File: src/rtl/blml_pkg.sv
`timescale 1ns / 1ps

package blml_pkg;

    localparam int BIN_W     = 6;
    localparam int ENT_W     = 10;
    localparam int TAG_W     = 16;
    localparam int CNT_W     = 11;
    localparam int BIN_DEPTH = 64;
    localparam int ENT_DEPTH = 1024;

    typedef enum logic [2:0] {
        KIND_MOVE   = 3'd0,
        KIND_REMOVE = 3'd1,
        KIND_BINQ   = 3'd2,
        KIND_ENTQ   = 3'd3,
        KIND_CLEAR  = 3'd4
    } kind_t;

    typedef enum logic [1:0] {
        ST_DONE     = 2'd0,
        ST_NOTHING  = 2'd1,
        ST_MISMATCH = 2'd2,
        ST_RANGE    = 2'd3
    } status_t;

    typedef enum logic [2:0] {
        FSM_CLR,
        FSM_IDLE,
        FSM_B,
        FSM_C,
        FSM_D,
        FSM_FIN
    } fsm_t;

    typedef struct packed {
        logic             vld;
        logic [ENT_W-1:0] idx;
    } link_t;

    typedef struct packed {
        logic             vld;
        logic [BIN_W-1:0] bin;
        logic [TAG_W-1:0] tag;
    } meta_t;

    typedef struct packed {
        link_t            head;
        logic [CNT_W-1:0] cnt;
    } bin_ent_t;

    typedef struct packed {
        logic             we;
        logic [ENT_W-1:0] waddr;
        meta_t            wdata;
        logic [ENT_W-1:0] raddr;
    } meta_req_t;

    typedef struct packed {
        logic             we;
        logic [ENT_W-1:0] waddr;
        link_t            wdata;
        logic [ENT_W-1:0] raddr;
    } link_req_t;

    typedef struct packed {
        logic             we;
        logic [BIN_W-1:0] waddr;
        bin_ent_t         wdata;
        logic [BIN_W-1:0] raddr;
    } bin_req_t;

    typedef struct packed {
        status_t          status;
        logic             found;
        logic [BIN_W-1:0] bin_out;
        logic [CNT_W-1:0] count;
        logic             link_valid;
        logic [ENT_W-1:0] link_index;
        logic [TAG_W-1:0] link_version;
    } res_t;

endpackage

File: src/rtl/blml_ctrl.sv
`timescale 1ns / 1ps

module blml_ctrl
    import blml_pkg::*;
(
    input  logic       clk,
    input  logic       rst_n,
    input  logic       s_tvalid,
    output logic       s_tready,
    input  logic [31:0] s_tdata,
    input  logic [2:0] s_tuser,
    output logic       out_valid,
    input  logic       out_ready,
    output res_t       out_res,
    output meta_req_t  meta_req,
    input  meta_t      meta_rd,
    output link_req_t  prev_req,
    input  link_t      prev_rd,
    output link_req_t  next_req,
    input  link_t      next_rd,
    output bin_req_t   bin_req,
    input  bin_ent_t   bin_rd
);

    fsm_t             state_reg, state_next;
    logic [2:0]       kind_reg, kind_next;
    logic [BIN_W-1:0] bin_reg, bin_next;
    logic [ENT_W-1:0] ent_reg, ent_next;
    logic [TAG_W-1:0] ver_reg, ver_next;
    meta_t            meta_reg, meta_next;
    link_t            nxt_reg, nxt_next;
    link_t            hd_reg, hd_next;
    logic             upd_reg, upd_next;
    logic             clrop_reg, clrop_next;
    logic [ENT_W-1:0] cnt_reg, cnt_next;
    res_t             res_reg, res_next;
    logic             ov_reg, ov_next;
    res_t             out_reg, out_next;

    always_ff @(posedge clk or negedge rst_n)
    begin
        if (!rst_n)
        begin
            state_reg <= FSM_CLR;
            clrop_reg <= 1'b0;
            cnt_reg   <= '0;
            upd_reg   <= 1'b0;
            ov_reg    <= 1'b0;
        end
        else
        begin
            state_reg <= state_next;
            clrop_reg <= clrop_next;
            cnt_reg   <= cnt_next;
            upd_reg   <= upd_next;
            ov_reg    <= ov_next;
        end
    end

    always_ff @(posedge clk)
    begin
        kind_reg <= kind_next;
        bin_reg  <= bin_next;
        ent_reg  <= ent_next;
        ver_reg  <= ver_next;
        meta_reg <= meta_next;
        nxt_reg  <= nxt_next;
        hd_reg   <= hd_next;
        res_reg  <= res_next;
        out_reg  <= out_next;
    end

    always_comb
    begin
        state_next = state_reg;
        kind_next  = kind_reg;
        bin_next   = bin_reg;
        ent_next   = ent_reg;
        ver_next   = ver_reg;
        meta_next  = meta_reg;
        nxt_next   = nxt_reg;
        hd_next    = hd_reg;
        upd_next   = upd_reg;
        clrop_next = clrop_reg;
        cnt_next   = cnt_reg;
        res_next   = res_reg;
        ov_next    = ov_reg;
        out_next   = out_reg;
        s_tready   = 1'b0;
        meta_req   = '0;
        prev_req   = '0;
        next_req   = '0;
        bin_req    = '0;

        if (ov_reg && out_ready)
        begin
            ov_next = 1'b0;
        end

        case (state_reg)
            FSM_CLR:
            begin
                // sweep every entity slot, and the bin table on the low slots
                meta_req.we    = 1'b1;
                meta_req.waddr = cnt_reg;
                prev_req.we    = 1'b1;
                prev_req.waddr = cnt_reg;
                next_req.we    = 1'b1;
                next_req.waddr = cnt_reg;
                bin_req.we     = (cnt_reg >> BIN_W) == '0;
                bin_req.waddr  = cnt_reg[BIN_W-1:0];
                cnt_next       = cnt_reg + 1'b1;
                if (cnt_reg == ENT_W'(ENT_DEPTH - 1))
                begin
                    state_next = clrop_reg ? FSM_FIN : FSM_IDLE;
                end
            end
            FSM_IDLE:
            begin
                s_tready       = 1'b1;
                meta_req.raddr = s_tdata[BIN_W +: ENT_W];
                prev_req.raddr = s_tdata[BIN_W +: ENT_W];
                next_req.raddr = s_tdata[BIN_W +: ENT_W];
                bin_req.raddr  = s_tdata[BIN_W-1:0];
                if (s_tvalid)
                begin
                    kind_next  = s_tuser;
                    bin_next   = s_tdata[BIN_W-1:0];
                    ent_next   = s_tdata[BIN_W +: ENT_W];
                    ver_next   = s_tdata[BIN_W+ENT_W +: TAG_W];
                    res_next   = '0;
                    upd_next   = 1'b0;
                    clrop_next = 1'b1;
                    cnt_next   = '0;
                    if (s_tuser == KIND_CLEAR)
                    begin
                        state_next = FSM_CLR;
                    end
                    else
                    begin
                        state_next = FSM_B;
                    end
                end
            end
            FSM_B:
            begin
                meta_next      = meta_rd;
                nxt_next       = next_rd;
                hd_next        = bin_rd.head;
                bin_req.raddr  = meta_rd.bin;
                state_next     = FSM_FIN;
                case (kind_reg)
                    KIND_MOVE:
                    begin
                        if (meta_rd.vld && meta_rd.bin == bin_reg)
                        begin
                            res_next.status = ST_NOTHING;
                        end
                        else if (meta_rd.vld && meta_rd.tag != ver_reg)
                        begin
                            res_next.status = ST_MISMATCH;
                        end
                        else
                        begin
                            upd_next   = 1'b1;
                            state_next = FSM_C;
                        end
                    end
                    KIND_REMOVE:
                    begin
                        if (!meta_rd.vld)
                        begin
                            res_next.status = ST_NOTHING;
                        end
                        else if (meta_rd.tag != ver_reg)
                        begin
                            res_next.status = ST_MISMATCH;
                        end
                        else
                        begin
                            upd_next   = 1'b1;
                            state_next = FSM_C;
                        end
                    end
                    KIND_BINQ:
                    begin
                        meta_req.raddr      = bin_rd.head.idx;
                        res_next.count      = bin_rd.cnt;
                        res_next.link_valid = bin_rd.head.vld;
                        res_next.link_index = bin_rd.head.vld ? bin_rd.head.idx : '0;
                        state_next          = FSM_C;
                    end
                    KIND_ENTQ:
                    begin
                        meta_req.raddr = next_rd.idx;
                        if (meta_rd.vld)
                        begin
                            res_next.status     = (meta_rd.tag != ver_reg) ? ST_MISMATCH
                                                                           : ST_DONE;
                            res_next.found      = 1'b1;
                            res_next.bin_out    = meta_rd.bin;
                            res_next.link_valid = next_rd.vld;
                            res_next.link_index = next_rd.vld ? next_rd.idx : '0;
                        end
                        state_next = FSM_C;
                    end
                    default:
                    begin
                        res_next.status = ST_NOTHING;
                    end
                endcase
                if (upd_next)
                begin
                    // bridge the neighbors around the entity
                    next_req.we    = prev_rd.vld && meta_rd.vld;
                    next_req.waddr = prev_rd.idx;
                    next_req.wdata = next_rd;
                    prev_req.we    = next_rd.vld && meta_rd.vld;
                    prev_req.waddr = next_rd.idx;
                    prev_req.wdata = prev_rd;
                    meta_req.we    = 1'b1;
                    meta_req.waddr = ent_reg;
                    if (kind_reg == KIND_MOVE)
                    begin
                        meta_req.wdata = '{vld: 1'b1, bin: bin_reg, tag: ver_reg};
                        bin_req.we     = 1'b1;
                        bin_req.waddr  = bin_reg;
                        bin_req.wdata.head = '{vld: 1'b1, idx: ent_reg};
                        bin_req.wdata.cnt  = bin_rd.cnt + 1'b1;
                    end
                end
            end
            FSM_C:
            begin
                state_next = FSM_FIN;
                if (upd_reg)
                begin
                    // retire the old bin, then seat the entity's own links
                    bin_req.we    = meta_reg.vld;
                    bin_req.waddr = meta_reg.bin;
                    bin_req.wdata.cnt = (bin_rd.cnt != '0) ? bin_rd.cnt - 1'b1 : '0;
                    bin_req.wdata.head = (bin_rd.head.vld && bin_rd.head.idx == ent_reg)
                                         ? nxt_reg : bin_rd.head;
                    next_req.we    = 1'b1;
                    next_req.waddr = ent_reg;
                    next_req.wdata = (kind_reg == KIND_MOVE) ? hd_reg : '0;
                    prev_req.we    = 1'b1;
                    prev_req.waddr = ent_reg;
                    prev_req.wdata = '0;
                    state_next     = FSM_D;
                end
                else if (res_reg.link_valid)
                begin
                    res_next.link_version = meta_rd.tag;
                end
            end
            FSM_D:
            begin
                prev_req.we    = (kind_reg == KIND_MOVE) && hd_reg.vld;
                prev_req.waddr = hd_reg.idx;
                prev_req.wdata = '{vld: 1'b1, idx: ent_reg};
                state_next     = FSM_FIN;
            end
            FSM_FIN:
            begin
                if (!ov_reg || out_ready)
                begin
                    ov_next    = 1'b1;
                    out_next   = res_reg;
                    state_next = FSM_IDLE;
                end
            end
            default:
            begin
                state_next = FSM_IDLE;
            end
        endcase
    end

    assign out_valid = ov_reg;
    assign out_res   = out_reg;

endmodule

File: config.mk
export PLATFORM = sky130hd
export DESIGN_NAME = blml_ctrl
export DESIGN_NICKNAME = d
export VERILOG_FILES = /design/src/rtl/blml_pkg.sv /design/src/rtl/blml_ctrl.sv
export SDC_FILE = /design/constraint.sdc
export NUM_CORES = 1
export LEC_CHECK = 0
export ABC_AREA = 1
export BUFFER_PORTS_ARGS = -buffer_cell sky130_fd_sc_hd__buf_2
export CAP_MARGIN = 10
export CORE_MARGIN = 5
export CORE_UTILIZATION = 40
export DETAILED_ROUTE_END_ITERATION = 10
export GPL_TIMING_DRIVEN = 0
export HOLD_SLACK_MARGIN = 0.02
export PLACE_DENSITY = 0.66
export SETUP_SLACK_MARGIN = 0.3
export SYNTH_ARGS = -nofsm -noshare
export SYNTH_HDL_FRONTEND = slang
export SYNTH_SLANG_ARGS = --single-unit
export TNS_END_PERCENT = 10
File: constraint.sdc
create_clock -name clk -period 9 [get_ports clk]
set_input_delay 1.8 -clock clk [delete_from_list [all_inputs] [get_ports clk]]
set_output_delay 1.8 -clock clk [all_outputs]
set_load 0.05 [all_outputs]
==> summary.md <==
| Metric | Value |
|---|---|
| Most used DFF post-synth | edfxtp_1 |
| Routed Antenna Nets | 0 |
| R2r setup slk | roughly 6.4 ns |
| Post-cts sizing count | 0 |
| Synthesized net count | around 1100 |
| Setup repair bufs after CTS | 0 |
| Clk Latency, worst-skew pair | 0.43 ns |
| Clk buf depth | 2 |
| Max-slew headroom | about 27% |
| Pwr Total | ~3.4 mW |
| Clock tree from TritonCTS | done |
| FF-to-FF path depth | 4 |
| Vias per cell | 5.14 |
| Cell with the most instances after synthesis | nand2_1 |
| CTS root buffer | clkbuf_16 |
| Total number of H-tree levels | 4 |
| Vias in the first global route | between 7000 and 8000 |
| Yosys top cell area share | 53.1% |
| Clk sinks | about 170 |
| Dpl hpwl | around 23000 µm |
| I/O Pins | approximately 300 |
| Initial antenna violation count | 1 |
| Hold_buf cts | 0 |
| Pint | ~1.8 mW |
| Async SR Flop Fraction | under 10% |
| WL final | 29800 µm |
| Met1 usage | slightly below 30% |
| Worst VDD drop | approximately 180 µV |
| Critical Path Source Type | input pin |
| Clock Power Share | between 20 and 25% |
| Worst EP arrival | between 3 and 4 ns |
| Sequential power share | between 30% and 40% |
| Worst-margin pin slew | 1.09 ns |
| EDFF count, synth | ~160 |
| Mapped Area | 0.00894 mm² |
| Syn Inst Count | 992 |
| First-pass GRT wire length | 44700 µm |
| Worst EP required | 7.20 ns |
| Yosys cell types | 38 |
| Synth top area cells | edfxtp_1 (53%), nand2_1 (10%), inv_1 (5.5%) |
| Met2 GRT Util | around 37% |
| Fin crit period | between 5 and 6 ns |
| Switch share | between 40% and 50% |
| TritonRoute pass-1 iters | 7 |
| Yosys reg bits | around 170 |
| F_max | roughly 0.18 GHz |
| Total Nets Final | ~1400 |
| Hold Violations, Final | 0 |
| Leak Pwr | approximately 5.6 nW |
| Top Usage Layer GRT | met2 |
| Largest net degree at the start of global routing | 40 |
| Crit end category | primary output |
| Synth Warn # | 0 |
| IO Port Bufs | around 300 |
| Fill cells | about 2100 |
| Net Sw Power | around 1.6 mW |
| RR Endpoint | res_reg[20] |
| Post-synth top cells | nand2_1 (245), edfxtp_1 (158), inv_1 (130) |
| Full die area | 0.0254 mm² |
| Mean Syn Cell Area | about 9 µm² |
| Clock-pin transition on the worst setup and hold timing paths | approximately 0.070 ns |
| Grt total ovfl | 0 |
| Cell accounting for the most synthesized area | edfxtp_1 |
| Total CTS buffers | 17 |
| RSZ-0062 raised after global routing | no |
| Die Y | between 150 and 200 µm |
| Worst Setup EP | prev_req[16] |
| Worst Setup SP | meta_rd[0] |
| Period utilisation layout | 62.2% |
| GR Util All Layers | 22.4% |
| Syn-to-layout area delta | 27.6% |
| Starting Density | 40.8% |
| Area of the core | about 0.022 mm² |
| Routability cong. | slightly above 0.9 |
| CP max FO | 10 |
| DR vias | between 8000 and 9000 |
| Diodes inserted | 0 |
| DR iter-0 viols | ~660 |
| Worst Skew | approximately 0.011 ns |
| Sum Neg Setup Slack | 0 ns |
| Pins Over Slew Limit | 0 |
| Status | finished clean |
| Die Width | 159 µm |
| Sequential-to-total area share from yosys stat | around 58% |
| WS Path Type | input pin to primary output |
| Pwr per Cell Area | slightly below 300 mW/mm² |
| Max_cap viols | 0 |
| Row count | 54 |
| Final Setup Violations | 0 |
| DRC viols | 0 |
| Avg WL per Cell | 18.6 µm |
| Hold Crit Class | flip-flop to flip-flop |
| FF-to-FF Start | state_reg[1] |
| Share of layout cells above drive strength 1 | just under 30% |
| Comb pwr share | between 40% and 50% |
| Met3 global-route usage | 4.45% |
==> worst min path at each step <==
stage,from,to,slack [ns],cells after the start
final,res_reg[43],out_res[43],0.42,0
after global placement,res_reg[14],out_res[14],0.40,0
after CTS,res_reg[17],out_res[17],0.42,0
after floorplan,res_reg[0],out_res[0],0.40,0
after global routing,res_reg[43],out_res[43],0.42,0
after detailed placement,res_reg[21],out_res[21],0.40,0
==> critical path: stages <==
cell and delay [ns]:
buf_2 0.10, inv_1 0.05, nand2_1 0.05, nand2_1 0.05, nor2_1 0.10, nand2_1 0.06
nor2_1 0.25, nand3_1 0.30, nand3_4 0.27, buf_4 0.23, nand3_1 0.11, o21ai_0 0.14
buf_2 0.30
==> power groups by stage <==
stage	Sequential, mW	Clock [mW]	Combinational [mW]
floorplan	1.36	0	0.882
global placement	1.23	0	1.41
detailed placement	1.23	0	1.44
CTS	1.21	0.744	1.45
global route	1.23	0.778	1.53
finish	1.21	0.732	1.44
==> layout make-up <==
type	instances	area (µm²)	area share [%]
well taps	280	350	3.07
flip-flops and latches	174	5140	45.1
plain buffers	44	246	2.16
clock inverters	15	166	1.46
multi-input cells	639	3050	26.8
clock buffers	17	425	3.73
inverters	135	507	4.44
repair buffers	297	1520	13.3
==> cells by family (layout without fill, tap and decap cells) <==
kind of cell	after synthesis	count (layout)	share of synthesized area (%)
AND/OR/NAND/NOR	478	478	23.0
buffers and inverters	179	508	8.41
flip-flops	174	174	57.6
AO/OA/AOI/OAI	140	140	8.76
XOR/XNOR	17	17	1.67
adder cells (fa/ha/maj)	4	4	0.560
==> cell usage in the layout (no fill, tap or decap), types with 6 or more instances in the layout <==
cell type	n
clkbuf_1	13
o21ai_0	61
buf_2	303
edfxtp_1	158
nand2_1	245
inv_1	129
o21ai_2	9
nor3_1	9
nand3_1	77
nor2_1	112
buf_4	17
xor2_1	15
clkbuf_16	17
o21ai_1	10
nor2_4	6
a21oi_1	48
nand4_1	10
dfrtp_1	16
==> stage by stage <==
stage / worst slack [ns] / util [%] / hold slack (ns) / instances / cell area [µm²]
global placement: 3.40 / 49.2 / 0.400 / 1567 / 10800
global route: 3.26 / 52.1 / 0.424 / 1601 / 11400
CTS: 3.42 / 52.1 / 0.420 / 1601 / 11400
floorplan: 3.43 / - / 0.400 / 992 / 8940
finish: 3.41 / 52.1 / 0.420 / 1601 / 11400
detailed placement: 3.40 / 49.4 / 0.405 / 1569 / 10800
==> metal layers <==
metal / routed length (µm) / part of all wire, %
met3: 2340 / 7.8
met2: 14200 / 48
met5: 7 / 0.023
met1: 12300 / 41
met4: 1030 / 3.5
(Power assumes the default switching activity.)
