**src/rtl/blml_ram.sv**
```systemverilog
`timescale 1ns / 1ps

module blml_ram #(
    parameter int DEPTH = 64,
    parameter int WIDTH = 8
) (
    input  logic                     clk,
    input  logic                     we,
    input  logic [$clog2(DEPTH)-1:0] waddr,
    input  logic [WIDTH-1:0]         wdata,
    input  logic [$clog2(DEPTH)-1:0] raddr,
    output logic [WIDTH-1:0]         rdata
);

    logic [WIDTH-1:0] mem [DEPTH];
    logic [WIDTH-1:0] rdata_reg;

    always_ff @(posedge clk)
    begin
        if (we)
        begin
            mem[waddr] <= wdata;
        end
        rdata_reg <= mem[raddr];
    end

    assign rdata = rdata_reg;

endmodule

```
**config.mk**
```make
export PLATFORM = sky130hd
export DESIGN_NAME = blml_ram
export DESIGN_NICKNAME = d
export VERILOG_FILES = /design/src/rtl/blml_ram.sv
export SDC_FILE = /design/constraint.sdc
export NUM_CORES = 1
export LEC_CHECK = 0
export BUFFER_PORTS_ARGS = -buffer_cell sky130_fd_sc_hd__buf_2
export CAP_MARGIN = 5
export CORE_UTILIZATION = 50
export CTS_CLUSTER_DIAMETER = 200
export CTS_CLUSTER_SIZE = 28
export DETAILED_ROUTE_END_ITERATION = 8
export PLACE_DENSITY = 0.66
export REMOVE_ABC_BUFFERS = 1
export SYNTH_ARGS = -nofsm -noshare
export SYNTH_HDL_FRONTEND = slang
export SYNTH_SLANG_ARGS = --single-unit
```
**constraint.sdc**
```tcl
create_clock -name clk -period 3.1 [get_ports clk]
set_input_delay 0.155 -clock clk [delete_from_list [all_inputs] [get_ports clk]]
set_output_delay 0.155 -clock clk [all_outputs]
set_load 0.02 [all_outputs]
```
==> results.ini, run 1 <==
[run_status]
status = finished clean

[global_routing]
top_usage_layer = met2
grtUsageTotal_pct = 21.7
globalRouteMet3Util_pct = 2.79
grt_antenna_before_repair = 1
first_global_vias = 9543
grt_first_pass_wirelength_um = 64700
grt.overflow.total = 0
grtUsageMet1_pct = 32.7
use_met2_pct = 34.5
grt_max_degree = 65

[setup_path]
r2r-start = mem[11][0]
crit_start = mem[11][0]
crit_fanout = 1
arrival_ps = 2360
path_class = reg -> reg
cp.required_ps = 3560
cp-start-kind = flop
worstSetupEndpointType = flop

[final_layout]
mostFrequentLayoutCells = edfxtp_1, mux4_2, nor2_1
layout-drive-gt1-share_pct = 26.2
final_nets = 1042
layout_commonest_cell = edfxtp_1
syn_to_final_growth_pct = 8.87
fill_cells = 2985
final_core_util_pct = 55.3
n_antenna_cell = 0
largest_register_ffs = 512

[logic_synthesis]
yosysUniqueCellTypes = 40
synth_edf_count = 512
synth_xor_area_share_pct = 0
synth_top_area_cell = edfxtp_1
synthSimpleGateAreaFrac_pct = 3.39
yosysTopAreaCellShare_pct = 76.2
synth.avg_cell_area_um2 = 21.5
synth_area_leaders = edfxtp_1, mux4_2, nor2_1
async_flop_share_pct = 0
synth_top_family_by_area = multiplexers
ys_ff_latch = 520
yosysWarnings = 0
yosysSeqAreaShare_pct = 77.0
synth-compound-area-share_pct = 2.07
ys.flop_type = edfxtp_1
synth_cells = 940
syn_area_um2 = 20200
synthMuxAreaShare_pct = 15.9
synth_fa_ha_area_share_pct = 0

[power_and_ir_drop]
p_seq_share_pct = 65.0
p_per_area_nw_per_um2 = 547
switchingPower_uw = 2530
combPwrFrac_pct = 6.2
p_leak_uw = 0.00680
p_int_uw = 9480
pwr-share-clk_pct = 28.9
sw_frac_of_total_pct = 21.0
peakVddDrop_mv = 0.444

[route]
viasPerCell = 6.08
vias = 9489
final_antenna_net_count = 0
wire_per_inst_um = 27.8
drt_iter0_markers = 1046
drc = 0
wl_um = 43400
first_pass_iters = 5

[clocking]
cts_buffer_depth = 3
cts_tree = built
numCtsBuffers = 22
cts.sinks = 520
cts_max_level = 1
path_clk_slew_ps = 110
cts_root_buffer = clkbuf_16
clk_latency_ps = 560

[floorplanning]
num_rows = 73
die-area_um2 = 41100
die_h_um = 203
ioPinCount = 30
start_util_pct = 50.8
coreArea_um2 = 39700
fp.dieW_um = 203

[min_path]
hp-start = waddr[1]
hp-class = in -> reg

[placed_design]
hpwl_um = 27700
place_congestion = 0.846
port_buffers = 29

[sta]
clock_skew_ps = 15.2
setup_viol = 0
fmax_mhz = 525
min_period_ps = 1900
maxSlewHeadroom_pct = 19.9
max_slew.worst_pin.slew_ps = 1200
rsz0062_at_grt = false
hold_viol = 0
tns_ps = 0
report.final.slew_viol_count = 0
post-route-period-util_pct = 61.4

[flow_run]
maxCapViolCount = 0

## cells by family (layout without fill, tap and decap cells)
family / count (synthesis) / after routing
buffers and inverters: 51 / 147
AOI/OAI and AO/OA: 54 / 54
DFF: 520 / 520
and+or+nand+nor: 153 / 153
muxes: 162 / 162
## power groups by stage
stage / registers (uW) / logic, uW / clock network (uW)
2_1_floorplan: 7960 / 302 / 0
3_3_place_gp: 7960 / 745 / 0
3_5_place_dp: 7960 / 753 / 0
4_1_cts: 7800 / 756 / 3530
5_1_grt: 7810 / 796 / 3760
6_report: 7800 / 744 / 3460
## area by class of cell
cell class	instances	area (um^2)	area share [%]
Clock buffer	39	636	2.89
Clock inverter	1	16.3	0.0741
Tap cell	525	657	2.99
Sequential cell	520	15500	70.8
Timing Repair Buffer	107	797	3.63
Multi-Input combinational cell	369	4320	19.7
## path summary, 6_finish.rpt
path              cells after the start  slack (ps)         end
hold reg to reg                       3         840    rdata[4]
hold / removal                        2         130  mem[49][1]
setup / recovery                      5        1200    rdata[0]
setup reg to reg                      5        1200    rdata[0]
## synthesized netlist by cell type, types with 3 or more instances
| master | instances |
|---|---|
| buf_2 | 11 |
| nor2_1 | 83 |
| o2111ai_1 | 3 |
| a21oi_1 | 3 |
| buf_1 | 4 |
| clkbuf_1 | 17 |
| edfxtp_1 | 512 |
| nand3b_1 | 3 |
| mux2_2 | 13 |
| o2bb2ai_1 | 3 |
| a211oi_1 | 4 |
| mux4_2 | 126 |
| nand3_1 | 13 |
| dfxtp_1 | 8 |
| a221oi_1 | 6 |
| nor2b_1 | 14 |
| nand2_1 | 19 |
| nor3_1 | 7 |
| buf_6 | 4 |
| nand2b_1 | 7 |
| buf_4 | 13 |
| o221ai_1 | 8 |
| a22oi_1 | 3 |
| mux2i_1 | 23 |
| o22ai_1 | 8 |
## worst max-delay path, stage by stage (launching register included)
cell	delay, ps
edfxtp_1	380
mux4_2	530
mux4_2	460
nor2_1	220
nor3_1	80
o2bb2ai_1	130
## per-stage QoR
step                instances  power, uW  cell area, um^2  hold slack (ps)  worst slack [ps]
floorplan                 889       8260            19900              254              1420
global placement         1520       8700            21300              564               715
global route             1561      12400            22000              131              1140
finish                   1561      12000            22000              126              1200
detailed placement       1520       8710            21300              568               703
CTS                      1561      12100            22000              109              1180
## routing by layer
metal | wire, um | vias up
li1 | - | 4052
met1 | 18200 | 4996
met2 | 21100 | 382
met3 | 3230 | 59
met4 | 832 | 0
met5 | 0 | -
## repair_timing
item / in CTS / in global routing
gates resized for setup: 0 / 0
endpoints found under the hold margin: 5 / 0
hold buffers: 1 / 0
setup buffers: 0 / 0
(Power assumes the default switching activity.)
==> run 2: changes to the inputs <==
==> constraint.sdc (replaced) <==
create_clock -name clk -period 1.8 [get_ports clk]
set_input_delay 0.09 -clock clk [delete_from_list [all_inputs] [get_ports clk]]
set_output_delay 0.09 -clock clk [all_outputs]
set_load 0.02 [all_outputs]
==> results.ini, run 2 (same netlist as run 1, synthesis figures left out) <==
[route]
wl_um = 45300  ; +4.4%
vias = 9826  ; +3.6%
viasPerCell = 6.00  ; -1.3%
final_antenna_net_count = 0  ; unchanged
wire_per_inst_um = 27.7  ; -0.43%
first_pass_iters = 5  ; unchanged
drt_iter0_markers = 1039  ; -0.67%
drc = 0  ; unchanged

[setup_path]
slowest_delay_ps = 500  ; -30 ps
arrival_ps = 2340  ; -20 ps
crit_fanout = 1  ; unchanged
path_class = reg -> reg
cpLargestDelayFamily = multiplexers
cp.required_ps = 2240  ; -1320 ps
path_buf_inv = 1  ; +1
cp_slowest_cell = mux4_2
cp_cell_sequence = mux4_2 -> mux2_4 -> o221a_4 -> nor3_4 -> buf_6 -> o32ai_2
cp-start-kind = flop
worstSetupEndpointType = flop

[clocking]
cts_setup_buffers = 0  ; unchanged
cts_root_buffer = clkbuf_16
cts_tree = built
cts_buffer_depth = 3  ; unchanged
cts_max_level = 1  ; unchanged
path_clk_slew_ps = 110  ; about the same
cts.sinks = 520  ; unchanged
clk_latency_ps = 550  ; about the same
numCtsBuffers = 22  ; unchanged

[floorplanning]
die_h_um = 203  ; unchanged
ioPinCount = 30  ; unchanged
start_util_pct = 50.8  ; unchanged
die-area_um2 = 41100  ; unchanged
num_rows = 73  ; unchanged
fp.dieW_um = 203  ; unchanged
coreArea_um2 = 39700  ; unchanged

[run_status]
status = complete, but fails checks
violations = negative setup slack

[global_routing]
first_global_vias = 9809  ; +2.8%
grt.overflow.total = 0  ; unchanged
grt_max_degree = 65  ; unchanged
grt_antenna_before_repair = 0  ; -1
grt_first_pass_wirelength_um = 66200  ; +2.2%
grtUsageTotal_pct = 22.4  ; +0.69 points

[final_layout]
syn_to_final_growth_pct = 12.9
mostFrequentLayoutCells = edfxtp_1, buf_4, mux4_2
final_core_util_pct = 57.3  ; +2.1 points
largest_register_ffs = 512  ; unchanged
layout-drive-gt1-share_pct = 32.4  ; +6.2 points
n_antenna_cell = 0  ; unchanged
final_nets = 1119  ; +7.4%
layout_commonest_cell = edfxtp_1

[placed_design]
hpwl_um = 28800  ; +4.0%
dp_slack_ps = -503  ; -1210 ps
place_congestion = 0.816  ; -3.6%
port_buffers = 29  ; unchanged

[sta]
setup_viol = 4  ; +4
min_period_ps = 1890  ; -10.6 ps
max_slew.worst_pin.slew_ps = 1220  ; +15.5 ps
hold_viol = 0  ; unchanged
fin_ws_ps = -94.1  ; -1290 ps
rsz0062_at_grt = true
maxSlewHeadroom_pct = 18.9  ; -1.0 points
clock_skew_ps = 13.4  ; -1.79 ps
report.final.slew_viol_count = 0  ; unchanged
fmax_mhz = 528  ; +0.56%
post-route-period-util_pct = 105  ; +44 points

[power_and_ir_drop]
peakVddDrop_mv = 0.753  ; +70%
p_per_area_nw_per_um2 = 914  ; +67%
p_leak_uw = 0.00726  ; +6.8%

[min_path]
hp-class = in -> reg

[flow_run]
maxCapViolCount = 0  ; unchanged

==> run 2: cell types whose count changed in the layout (fill, tap and decap cells not counted), moves of 3 or more <==
cell	delta
a221oi_1	-3
a221oi_2	+3
buf_12	+10
buf_4	+63
dlygate4sd3_1	+3
mux2_2	-3
mux2_4	+3
nor3_1	-4
==> run 2: cell type report <==
cell class	instances	area, um^2
Clock buffer	38	632
Sequential cell	520	15500
Timing Repair Buffer	184	1510
Tap cell	525	657
Clock inverter	1	16.3
Fill cell	2910	17000
Multi-Input combinational cell	369	4430
==> run 2: routing by layer <==
metal  part of all wire, %  GRT usage [%]
met2                    48           35.9
met3                   7.0           3.07
met4                   2.0           4.46
met5                     0              0
met1                    43           33.3
==> run 2: power by group <==
group	internal [uW]	total (uW)	leakage, uW	switching, uW
logic	617	1470	0.00228	854
clock network	2440	5920	0.000308	3470
registers	13400	13400	0.00467	49.9
==> run 2: path summary, 6_finish.rpt <==
path,start,end,slack [ps],depth (start not counted)
worst max-delay path,mem[21][4],rdata[4],-90,6
worst min register to register,mem[31][4],rdata[4],880,3
worst min-delay path,wdata[2],mem[53][2],10,2
worst max register to register,mem[21][4],rdata[4],-90,6
==> run 2: timing repair <==
action                                 in CTS  in global routing
endpoints found under the hold margin      19                  0
pin swaps                                   3                  6
gates cloned                                0                  0
hold buffers                                4                  0
gates resized for setup                    11                 13
setup endpoints to repair                   7                  7
==> run 2: per-stage QoR <==
stage,power (uW),cells,cell area [um^2],TNS [ps],hold slack (ps)
after global placement,15100,1594,22000,-2590,548
final,20800,1637,22800,-196,14.8
after floorplan,14200,889,19900,0,189
after global routing,21400,1637,22800,-485,12.8
after CTS,20900,1637,22700,-190,18.4
after detailed placement,15100,1594,22000,-2590,555
==> run 3: changes to the inputs <==
--- a/config.mk
+++ b/config.mk
@@ -12,7 +12,6 @@
 export CTS_CLUSTER_SIZE = 28
 export DETAILED_ROUTE_END_ITERATION = 8
 export PLACE_DENSITY = 0.66
-export REMOVE_ABC_BUFFERS = 1
 export SYNTH_ARGS = -nofsm -noshare
 export SYNTH_HDL_FRONTEND = slang
 export SYNTH_SLANG_ARGS = --single-unit
==> results.ini, run 3 (same netlist as run 1, synthesis figures left out) <==
[global_routing]
grtUsageTotal_pct = 21.9  ; -0.49 points
grt_max_degree = 65  ; unchanged
grt.overflow.total = 0  ; unchanged
first_global_vias = 10000  ; +2.0%
grt_antenna_before_repair = 1  ; +1
grt_first_pass_wirelength_um = 65400  ; -1.2%

[clocking]
cts_setup_buffers = 0  ; unchanged
cts_buffer_depth = 3  ; unchanged
cts_max_level = 1  ; unchanged
cts_root_buffer = clkbuf_16
cts.sinks = 520  ; unchanged
path_clk_slew_ps = 100  ; about the same
numCtsBuffers = 22  ; unchanged
clk_latency_ps = 560  ; about the same
cts_tree = built

[run_status]
status = complete, but fails checks
violations = negative setup slack

[floorplanning]
die-area_um2 = 41100  ; unchanged
fp.dieW_um = 203  ; unchanged
coreArea_um2 = 39700  ; unchanged
num_rows = 73  ; unchanged
ioPinCount = 30  ; unchanged
die_h_um = 203  ; unchanged
start_util_pct = 50.8  ; unchanged

[sta]
post-route-period-util_pct = 102  ; -2.9 points
clock_skew_ps = 15.5  ; +2.10 ps
fmax_mhz = 543  ; +2.8%
max_slew.worst_pin.slew_ps = 1160  ; -55.2 ps
min_period_ps = 1840  ; -52.2 ps
hold_viol = 0  ; unchanged
fin_ws_ps = -41.9  ; +52.2 ps
setup_viol = 2  ; -2
rsz0062_at_grt = true
maxSlewHeadroom_pct = 22.6  ; +3.7 points
tns_ps = -53.5  ; +142 ps
report.final.slew_viol_count = 0  ; unchanged

[setup_path]
slowest_delay_ps = 550  ; +50 ps
path_common_cell = mux4_2
crit_fanout = 1  ; unchanged
cp.required_ps = 2230  ; about the same
cp_cell_sequence = mux4_2 -> mux4_2 -> o21ai_4 -> o41ai_1
arrival_ps = 2270  ; -70 ps
worstSetupEndpointType = flop
cp_slowest_cell = mux4_2
cp-start-kind = flop
path_class = reg -> reg

[route]
vias = 9770  ; -0.57%
wire_per_inst_um = 26.7  ; -3.5%
first_pass_iters = 5  ; unchanged
drc = 0  ; unchanged
wl_um = 43900  ; -3.2%
viasPerCell = 5.95  ; -0.81%
drt_iter0_markers = 1004  ; -3.4%
final_antenna_net_count = 0  ; unchanged

[final_layout]
syn_to_final_growth_pct = 13.4
layout-drive-gt1-share_pct = 33.2  ; +0.78 points
final_area_um2 = 22900  ; +0.36%
largest_register_ffs = 512  ; unchanged
layout_commonest_cell = edfxtp_1
mostFrequentLayoutCells = edfxtp_1, buf_4, mux4_2
fill_cells = 2941  ; +1.1%
final_nets = 1122  ; +0.27%
n_antenna_cell = 0  ; unchanged

[min_path]
hp-class = in -> reg

[flow_run]
maxCapViolCount = 0  ; unchanged

[power_and_ir_drop]
p_leak_uw = 0.00731  ; +0.58%
peakVddDrop_mv = 0.609  ; -19%
p_per_area_nw_per_um2 = 910  ; -0.39%

[placed_design]
hpwl_um = 28500  ; -1.0%
place_congestion = 0.847  ; +3.8%
dpl_cell_area_um2 = 22000  ; +0.21%
port_buffers = 29  ; unchanged

[logic_synthesis]
synth_fp_nets = 962

==> run 3: cell types whose count changed in the layout (fill, tap and decap cells not counted), sizes merged <==
cell         previous run  this run
dlygate4sd3             4         1
clkbuf                 39        40
buf                   179       185
==> run 3: area by class of cell <==
| cell class | instances | area, um^2 | area share (%) |
|---|---|---|---|
| multi-input cells | 369 | 4490 | 19.7 |
| well taps | 525 | 657 | 2.87 |
| clock inverters | 1 | 16.3 | 0.0712 |
| clock buffers | 39 | 636 | 2.78 |
| repair buffers | 187 | 1520 | 6.66 |
| flip-flops and latches | 520 | 15500 | 68.0 |
==> run 3: repair_timing <==
action / in CTS / in global routing
endpoints found under the setup margin: 8 / 8
endpoints found under the hold margin: 4 / 0
hold buffers: 1 / 0
resized for setup: 30 / 5
pin swaps: 9 / 1
==> run 3: worst paths after layout <==
check	startpoint	endpoint	slack, ps	cells after the start
max	mem[32][5]	rdata[5]	-40	4
min reg2reg	mem[18][0]	rdata[0]	880	4
max reg2reg	mem[32][5]	rdata[5]	-40	4
min	wdata[5]	mem[43][5]	40	2
==> run 3: through the flow <==
stage	hold slack, ps	total power (uW)	setup slack (ps)	instances	utilization, %
final	42.0	20800	-41.9	1641	57.5
after global routing	46.2	21400	-64.3	1641	57.5
after global placement	541	15100	-547	1600	55.4
after detailed placement	539	15100	-515	1600	55.4
after floorplan	189	14400	42.3	940	-
after CTS	32.9	20900	-40.2	1641	57.5
==> run 3: critical path: cells and delay by family (launching register included) <==
kind,cells,cell delay (ps)
AOI/OAI and AO/OA,2,290
muxes,2,1040
DFF,1,390
==> run 3: power by group <==
part,switching (uW),internal (uW),total [uW]
Combinational,836,627,1460
Clock,3470,2450,5920
Sequential,44.3,13400,13400
==> run 3: per-layer routing <==
layer  global-route usage, %  up-vias  wire length (um)
met3                    2.68       54              2820
met5                       0        -                10
li1                        -     4215                 -
met4                    4.59        2               898
met2                    36.2      331             21500
met1                    31.7     5168             18600
